File: src/hw/rtl/spad_pkg.sv
// ----------------------------------------------------------------------------
// Space packet APID demux package
// Result kinds, header layout constants and the result word type.
// ----------------------------------------------------------------------------
package spad_pkg;

  localparam int unsigned ApidW  = 11;
  localparam int unsigned SizeW  = 17;
  localparam int unsigned ByteW  = 8;
  localparam int unsigned HdrCntW = 3;

  // index of the sixth (final) primary header byte
  localparam logic [HdrCntW-1:0] HdrLastIdx = 3'd5;

  // bit of the first halfword that flags a secondary header
  localparam int unsigned SecFlagBit = 11;

  typedef enum logic [0:0] {
    CMD_BYTE = 1'b0,
    CMD_END  = 1'b1
  } cmd_e;

  typedef enum logic [1:0] {
    KIND_PAYLOAD = 2'd0,
    KIND_EMPTY   = 2'd1,
    KIND_ABORT   = 2'd2
  } kind_e;

  typedef struct packed {
    kind_e            kind;
    logic [ApidW-1:0] apid;
    logic [ByteW-1:0] data;
    logic             first;
    logic             last;
  } res_t;

endpackage

File: src/hw/rtl/space_packet_apid_demux.sv
// ----------------------------------------------------------------------------
// Space packet APID demux
// Splits a byte stream of back-to-back space packets into APID-tagged
// payload words, stripping a configured secondary header when flagged.
// ----------------------------------------------------------------------------
// One input word is taken per cycle while the skid register is empty; each
// word yields at most one registered output word. The header parser, length
// and skip counters update once per accepted word, and a two-entry output
// stage (output register plus skid register) lets input flow continue while
// the consumer stalls, until the skid register fills. Sustained rate is one
// word per cycle whenever out_ready_i is high. The secondary header size
// register is written through the cfg channel, which is always ready; write
// it only while no packet is in flight.
module space_packet_apid_demux (
  input  logic                         clk_i,
  input  logic                         rst_ni,
  // configuration
  input  logic                         cfg_valid_i,
  output logic                         cfg_ready_o,
  input  logic [spad_pkg::SizeW-1:0]   cfg_sec_header_size_i,
  // input stream
  input  logic                         in_valid_i,
  output logic                         in_ready_o,
  input  logic                         command_i,
  input  logic [spad_pkg::ByteW-1:0]   stream_byte_i,
  // output stream
  output logic                         out_valid_o,
  input  logic                         out_ready_i,
  output logic [1:0]                   kind_o,
  output logic [spad_pkg::ApidW-1:0]   packet_apid_o,
  output logic [spad_pkg::ByteW-1:0]   payload_byte_o,
  output logic                         first_of_packet_o,
  output logic                         last_of_packet_o
);

  logic [spad_pkg::SizeW-1:0]   sec_size_q;
  logic                         data_phase_q, data_phase_d;
  logic [spad_pkg::HdrCntW-1:0] hdr_cnt_q, hdr_cnt_d;
  logic [spad_pkg::ByteW-1:0]   hdr0_q, hdr0_d, hdr1_q, hdr1_d, hdr4_q, hdr4_d;
  logic [spad_pkg::ApidW-1:0]   apid_q, apid_d;
  logic [spad_pkg::SizeW-1:0]   left_q, left_d;
  logic [spad_pkg::SizeW-1:0]   skip_q, skip_d;
  logic                         none_q, none_d;

  spad_pkg::res_t out_q, skid_q, res;
  logic           out_valid_q, skid_valid_q;
  logic           res_valid;

  logic           in_fire, out_fire;
  logic [spad_pkg::SizeW-1:0] pkt_size;
  logic           pkt_last;

  assign cfg_ready_o = 1'b1;
  assign in_ready_o  = !skid_valid_q;
  assign in_fire     = in_valid_i && in_ready_o;
  assign out_fire    = out_valid_q && out_ready_i;

  assign pkt_size = {1'b0, hdr4_q, stream_byte_i} + spad_pkg::SizeW'(1);
  assign pkt_last = (left_q == spad_pkg::SizeW'(1));

  always_comb begin
    data_phase_d = data_phase_q;
    hdr_cnt_d    = hdr_cnt_q;
    hdr0_d       = hdr0_q;
    hdr1_d       = hdr1_q;
    hdr4_d       = hdr4_q;
    apid_d       = apid_q;
    left_d       = left_q;
    skip_d       = skip_q;
    none_d       = none_q;
    res_valid    = 1'b0;
    res.kind     = spad_pkg::KIND_PAYLOAD;
    res.apid     = apid_q;
    res.data     = '0;
    res.first    = 1'b0;
    res.last     = 1'b1;

    if (command_i == spad_pkg::CMD_END) begin
      hdr_cnt_d = '0;
      if (data_phase_q) begin
        data_phase_d = 1'b0;
        left_d       = '0;
        skip_d       = '0;
        res_valid    = 1'b1;
        res.kind     = spad_pkg::KIND_ABORT;
      end
    end else if (!data_phase_q) begin
      if (hdr_cnt_q != spad_pkg::HdrLastIdx) begin
        unique case (hdr_cnt_q)
          3'd0:    hdr0_d = stream_byte_i;
          3'd1:    hdr1_d = stream_byte_i;
          3'd4:    hdr4_d = stream_byte_i;
          default: ;  // sequence count bytes are not kept
        endcase
        hdr_cnt_d = hdr_cnt_q + 3'd1;
      end else begin
        apid_d       = {hdr0_q[2:0], hdr1_q};
        left_d       = pkt_size;
        skip_d       = (hdr0_q[spad_pkg::SecFlagBit-8] && (sec_size_q <= pkt_size))
                       ? sec_size_q : '0;
        none_d       = 1'b1;
        data_phase_d = 1'b1;
        hdr_cnt_d    = '0;
      end
    end else begin
      left_d = left_q - spad_pkg::SizeW'(1);
      if (pkt_last) data_phase_d = 1'b0;
      if (skip_q != '0) begin
        skip_d = skip_q - spad_pkg::SizeW'(1);
        if (pkt_last && none_q) begin
          res_valid = 1'b1;
          res.kind  = spad_pkg::KIND_EMPTY;
        end
      end else begin
        res_valid = 1'b1;
        res.data  = stream_byte_i;
        res.first = none_q;
        res.last  = pkt_last;
        none_d    = 1'b0;
      end
    end
  end

  // parser state
  always_ff @(posedge clk_i or negedge rst_ni) begin
    if (!rst_ni) begin
      sec_size_q   <= '0;
      data_phase_q <= 1'b0;
      hdr_cnt_q    <= '0;
      apid_q       <= '0;
      left_q       <= '0;
      skip_q       <= '0;
      none_q       <= 1'b1;
    end else begin
      if (cfg_valid_i) sec_size_q <= cfg_sec_header_size_i;
      if (in_fire) begin
        data_phase_q <= data_phase_d;
        hdr_cnt_q    <= hdr_cnt_d;
        apid_q       <= apid_d;
        left_q       <= left_d;
        skip_q       <= skip_d;
        none_q       <= none_d;
      end
    end
  end

  always_ff @(posedge clk_i) begin
    if (in_fire) begin
      hdr0_q <= hdr0_d;
      hdr1_q <= hdr1_d;
      hdr4_q <= hdr4_d;
    end
  end

  // output register with skid stage
  always_ff @(posedge clk_i or negedge rst_ni) begin
    if (!rst_ni) begin
      out_valid_q  <= 1'b0;
      skid_valid_q <= 1'b0;
    end else begin
      if (skid_valid_q) begin
        if (out_fire) skid_valid_q <= 1'b0;
      end else if (in_fire && res_valid) begin
        if (out_valid_q && !out_ready_i) skid_valid_q <= 1'b1;
        else                             out_valid_q  <= 1'b1;
      end else if (out_fire) begin
        out_valid_q <= 1'b0;
      end
    end
  end

  always_ff @(posedge clk_i) begin
    if (skid_valid_q) begin
      if (out_fire) out_q <= skid_q;
    end else if (in_fire && res_valid) begin
      if (out_valid_q && !out_ready_i) skid_q <= res;
      else                             out_q  <= res;
    end
  end

  assign out_valid_o       = out_valid_q;
  assign kind_o            = out_q.kind;
  assign packet_apid_o     = out_q.apid;
  assign payload_byte_o    = out_q.data;
  assign first_of_packet_o = out_q.first;
  assign last_of_packet_o  = out_q.last;

endmodule
File: config.mk
export PLATFORM = sky130hd
export DESIGN_NAME = space_packet_apid_demux
export DESIGN_NICKNAME = d
export VERILOG_FILES = /design/src/hw/rtl/spad_pkg.sv /design/src/hw/rtl/space_packet_apid_demux.sv
export SDC_FILE = /design/constraint.sdc
export NUM_CORES = 1
export LEC_CHECK = 0
export BUFFER_PORTS_ARGS = -buffer_cell sky130_fd_sc_hd__buf_2
export CORE_ASPECT_RATIO = 0.7
export CORE_MARGIN = 2
export CORE_UTILIZATION = 31
export CTS_CLUSTER_DIAMETER = 40
export DETAILED_ROUTE_END_ITERATION = 10
export PLACE_DENSITY = 0.53
export SKIP_CTS_REPAIR_TIMING = 1
export SLEW_MARGIN = 20
export SYNTH_ARGS = -nofsm -noshare
export SYNTH_HDL_FRONTEND = slang
export SYNTH_SLANG_ARGS = --single-unit
File: constraint.sdc
create_clock -name clk_i -period 4.2 [get_ports clk_i]
set_input_delay 0.42 -clock clk_i [delete_from_list [all_inputs] [get_ports clk_i]]
set_output_delay 0.42 -clock clk_i [all_outputs]
set_load 0.05 [all_outputs]
**After elaboration in Yosys (flattened, before gate mapping)**

Index checks and enable logic that the tools add are counted.

- Bits of input ports: 31
- Output and inout bits: 26
- Flip-flop bits (word level): 135
- Logic and storage cells: 109

- Bitwise gates (word level): 4
- Muxes and demuxes: 43
- Reduce and logical (&&, ||, !) cells: 23
- Equal/unequal tests: 12
- Add/sub/neg operators: 4
- Magnitude comparators: 1

Operators with widths:

| cell | number |
|---|---|
| $mux 17 | 9 |
| $mux 23 | 4 |
| $sub 17x1->17 const B | 2 |
| $mux 10 | 3 |
| $mux 1 | 22 |
| $add 16x1->17 const B | 1 |
| $eq 17x1->1 const B | 1 |
| $le 17x17->1 | 1 |
| $reduce_bool 17->1 | 1 |
| $reduce_and 5->1 | 3 |
| $reduce_and 3->1 | 4 |
| $reduce_and 4->1 | 3 |
| $ne 2x2->1 const B | 5 |
| $mux 3 | 3 |
| $logic_and 1x1->1 | 6 |
| $mux 2 | 2 |
| $ne 2x1->1 const B | 2 |
| $not 1->1 | 4 |
| $reduce_bool 2->1 | 2 |
| $add 3x1->3 const B | 1 |
| $eq 3x1->1 const B | 1 |
| $eq 3x3->1 const B | 1 |
| $logic_not 3->1 | 1 |
| $ne 3x2->1 const B | 1 |
| other kinds (3) | 4 |

**Logic depth before layout (Yosys ltp)**

- Word-level depth: 9
- Mapped depth: 12
- Depth with buffers taken out: 12

**Least setup slack after synthesis**

Ideal clock, no wire load.

- Path kind: reg-to-reg
- Start: reg skip_q[5] in the netlist's numbering
- End: reg skid_q[0] in the netlist's numbering (enable)
- Path buffers: 0
- Data arrival time: 3279 ps
- Path slack: 484 ps
- Period minus slack after synthesis: 3716 ps
- Required time: 3763 ps
- Stages on the path, launching flop included: 7
- Library setup time: 437 ps
- Cells stage by stage: dfrtp_1 nor4_2 nand4_4 nor3_1 a211o_1 nand3_1 nor3b_1

- Cells in the longest elaborated chain, start to end: 6

RTL lines:

| what | line | text |
|---|---|---|
| start: declaration | space_packet_apid_demux.sv:42 | `logic [spad_pkg::SizeW-1:0] skip_q, skip_d;` |
| start signal: assignment | space_packet_apid_demux.sv:141 | `skip_q <= skip_d;` |
| $reduce_bool 17->1 | space_packet_apid_demux.sv:108 | `if (skip_q != '0) begin` |
| $mux 1 | space_packet_apid_demux.sv:108 |  |
| $mux 1 | space_packet_apid_demux.sv:87 | `end else if (!data_phase_q) begin` |
| $mux 1 | space_packet_apid_demux.sv:78 | `if (command_i == spad_pkg::CMD_END) begin` |
| $logic_and 1x1->1 | space_packet_apid_demux.sv:175 | `end else if (in_fire && res_valid) begin` |
| $reduce_and 3->1 (no source line) | - |  |
| end signal: assignment | space_packet_apid_demux.sv:176 | `if (out_valid_q && !out_ready_i) skid_q <= res;` |
| end: declaration | space_packet_apid_demux.sv:45 | `spad_pkg::res_t out_q, skid_q, res;` |

Every way passes these cells.
A chain may end at the register's enable or synchronous reset.

**Worst setup path after layout**

- Start: reg hdr4_q[0] in the netlist's numbering
- End: reg skip_q[3] in the netlist's numbering

- Cells in the longest elaborated chain, start to end: 7

RTL lines:

| what | line | text |
|---|---|---|
| start: declaration | space_packet_apid_demux.sv:39 | `logic [spad_pkg::ByteW-1:0] hdr0_q, hdr0_d, hdr1_q, hdr1_d, hdr4_q, hdr4_d;` |
| start signal: assignment | space_packet_apid_demux.sv:151 | `hdr4_q <= hdr4_d;` |
| $add 16x1->17 | space_packet_apid_demux.sv:58 | `assign pkt_size = {1'b0, hdr4_q, stream_byte_i} + spad_pkg::SizeW'(1);` |
| $le 17x17->1 | space_packet_apid_demux.sv:99 | `skip_d = (hdr0_q[spad_pkg::SecFlagBit-8] && (sec_size_q <= pkt_size))` |
| $logic_and 1x1->1 | space_packet_apid_demux.sv:99 |  |
| $mux 17 | space_packet_apid_demux.sv:100 | `? sec_size_q : '0;` |
| $mux 17 | space_packet_apid_demux.sv:88 | `if (hdr_cnt_q != spad_pkg::HdrLastIdx) begin` |
| $mux 17 | space_packet_apid_demux.sv:87 |  |
| $mux 17 | space_packet_apid_demux.sv:78 |  |

Every way passes these cells. The select of a mux whose other input is x is not followed.

==> flow_metrics.py <==
metrics = {
    "logic_synthesis": {
        "synth_seq_area_share_pct": 56.3,
        "synth_top_cells_by_area": "edfxtp_1 30%, dfrtp_1 26%, mux2_2 6.7%",
        "yosysTopAreaCell": "edfxtp_1",
        "yosys.area.top_type_share_pct": 30.1,
        "yosysUniqueCellTypes": 67,
        "syn_inst": 570,
        "ys_warn_count": 0,
        "synth_nets": 622,
        "synth_common_cells": "68 x dfrtp_1, 66 x edfxtp_1, 65 x nand2_1",
        "synthFlopType": "dfrtp_1",
        "ys_ff_latch": 135,
        "mappedNetlistArea_um2": 6590,
        "synth_area_per_cell_um2": 11.6,
        "yosysMostFrequentCell": "dfrtp_1",
        "async_flop_share_pct": 51.1,
        "synth_edf_count": 66,
    },
    "placement": {
        "place.gp.congestion": 0.920,
        "dp.cells": 889,
        "place.port_buffers": 55,
        "dp_hpwl_um": 12400,
        "place_area_um2": 7200,
        "dp_worst_setup_slack_ns": 0.532,
    },
    "global_routing": {
        "grt_first_pass_wirelength_um": 27100,
        "grt-ovfl-total": 0,
        "antenna_found_initial": 0,
        "grt_max_degree": 47,
        "grt_use_total_pct": 16.0,
        "grt_pass1_vias": 4608,
    },
    "worst_setup_path": {
        "crit_chain": "nand4_1 > nor4_1 > nand3_1 > xor2_1 > ha_1 > nand4_1 > nor4_1 > nand2_1 > a21oi_1 > a221o_1",
        "worstSetupPathType": "reg -> reg",
        "cp_max_fo": 8,
        "arrival_ns": 3.83,
        "cp_slowest_stage_delay_ns": 0.62,
        "start_kind": "flop",
        "critPathCaptureType": "flop",
        "endpoint": "skip_q[3]",
        "reg2reg_to": "skip_q[3]",
        "worst-r2r-cell-count": 10,
        "cp_slowest_cell": "a21oi_1",
        "rrSetupSlack_ns": 0.73,
        "reg2reg_from": "hdr4_q[0]",
        "crit_path_start": "hdr4_q[0]",
        "required_ns": 4.56,
    },
    "finish": {
        "final_core_utilization_pct": 37.4,
        "final_cells": 921,
        "antenna_cells": 0,
        "drive_gt1_share_pct": 22.9,
        "syn_to_final_growth_pct": 18.0,
        "fin_area_um2": 7770,
        "final_nets": 684,
        "fillers": 2026,
    },
    "timing": {
        "setup_violations": 0,
        "rsz0062_at_grt": "no",
        "tns_ns": 0,
        "max_slew_margin_pct": 40.2,
        "fin_crit_ns": 3.47,
        "finalHoldViolations": 0,
        "skew_ns": 0.00972,
        "final_max_slew_viol_count": 0,
        "hold_ws_ns": 0.0123,
        "worst_slew_pin_slew_ns": 0.894,
        "finalWorstSetupSlack_ns": 0.733,
        "fmax_mhz": 288,
        "min_period_over_period_pct": 82.6,
    },
    "clocking": {
        "cts_made_buffers": 17,
        "clockBufferDepth": 2,
        "clkTransAtPathRegs_ns": 0.06,
        "clock-root-buffer": "clkbuf_16",
        "clk_latency_ns": 0.42,
        "cts_tree": "built",
        "cts_max_level": 4,
        "cts_num_sinks": 135,
    },
    "die": {
        "die_h_um": 126,
        "core.rowCount": 44,
        "initial_utilization_pct": 31.7,
        "core_um2": 20800,
        "die_area_um2": 22500,
        "ios": 57,
        "dieWidth_um": 178,
    },
    "power": {
        "peakVddDrop_mv": 0.282,
        "power.density_nw_per_um2": 565,
        "leakagePower_nw": 3.23,
        "power.total_mw": 4.39,
    },
    "route": {
        "drtPass1Iterations": 5,
        "drc": 0,
        "avgRoutedWirePerCell_um": 18.8,
        "vias": 4835,
        "routed_wirelength_um": 17300,
        "drt-initial-drc-count": 505,
        "final_antenna_net_count": 0,
        "via_per_inst": 5.25,
    },
    "job": {
        "cap_viol_max_count": 0,
    },
    "hold_path": {
        "hp-class": "in -> async",
    },
    "run_status": {
        "status": "completed",
    },
}
[state kept, by name, indices dropped and copies added, names as in the netlist]
name	count
packet_apid_o	11
hdr1_q	8
skid_q	23
data_phase_q	1
skid_valid_q	1
hdr_cnt_q	3
last_of_packet_o	1
none_q	1
hdr0_q	4
kind_o	2
left_q	17
apid_q	11
out_valid_o	1
first_of_packet_o	1
skip_q	17
sec_size_q	17
payload_byte_o	8
hdr4_q	8
[layout make-up]
| cell class | instances | area, µm² | share of cell area, % |
|---|---|---|---|
| clock buffer | 19 | 443 | 5.70 |
| clock inverter | 13 | 129 | 1.66 |
| inverter | 11 | 41.3 | 0.531 |
| multi-input combinational | 404 | 2770 | 35.6 |
| sequential | 135 | 3710 | 47.7 |
| tap | 276 | 345 | 4.44 |
| timing repair buffer | 63 | 338 | 4.35 |
[cell usage in the layout, fill, tap and decap left out, types with 17 or more instances in the layout]
master,netlist,routed
buf_2,1,54
dfrtp_1,68,68
mux2_2,39,39
o21ai_0,31,31
edfxtp_1,66,66
ha_1,21,21
nand2_1,65,65
a21oi_1,28,28
nor2_1,39,39
nor3_1,17,17
clkbuf_16,0,17
[where the power goes]
group          internal (mW)  leakage (nW)  total, mW  switching [mW]
combinational          0.434          1.44       1.07           0.632
sequential              1.63          1.51       1.86           0.235
clock                  0.884         0.280       1.46           0.580
[logic make-up after synthesis]
family / Yosys count / share of synthesized area, %
mux: 42 / 7.12
xor+xnor: 21 / 2.79
compound gates: 123 / 12.4
flops: 135 / 56.3
buf+inv: 31 / 1.84
simple gates: 196 / 15.5
fa+ha+maj: 21 / 3.99
other cells: 1 / 0.0569
[worst min path at each step]
stage | from | endpoint | depth (start not counted)
3_5_place_dp | hdr1_q[3] | apid_q[3] | 2
6_report | rst_ni | skip_q[3] | 1
2_1_floorplan | rst_ni | apid_q[0] | 0
3_3_place_gp | hdr1_q[3] | apid_q[3] | 2
5_1_grt | rst_ni | skip_q[3] | 1
4_1_cts | out_ready_i | skid_valid_q | 2
[layer usage]
layer | global-route usage, % | routed length [µm] | share of wire, % | vias up
li1 | - | - | - | 2254
met1 | 25.2 | 8840 | 51 | 2403
met2 | 21.1 | 7110 | 41 | 161
met3 | 3.93 | 1140 | 6.6 | 17
met4 | 5.12 | 209 | 1.2 | 0
met5 | 0 | 0 | 0 | -
[worst max-delay path, delay by kind of cell, from the launching register on]
kind                     cells  cell delay, ns
AO/OA/AOI/OAI                2            0.88
XOR/XNOR                     1            0.20
adder cells (fa/ha/maj)      1            0.32
flip-flops                   1            0.39
AND/OR/NAND/NOR              6            1.59
Power figures use the tool's default switching activity.
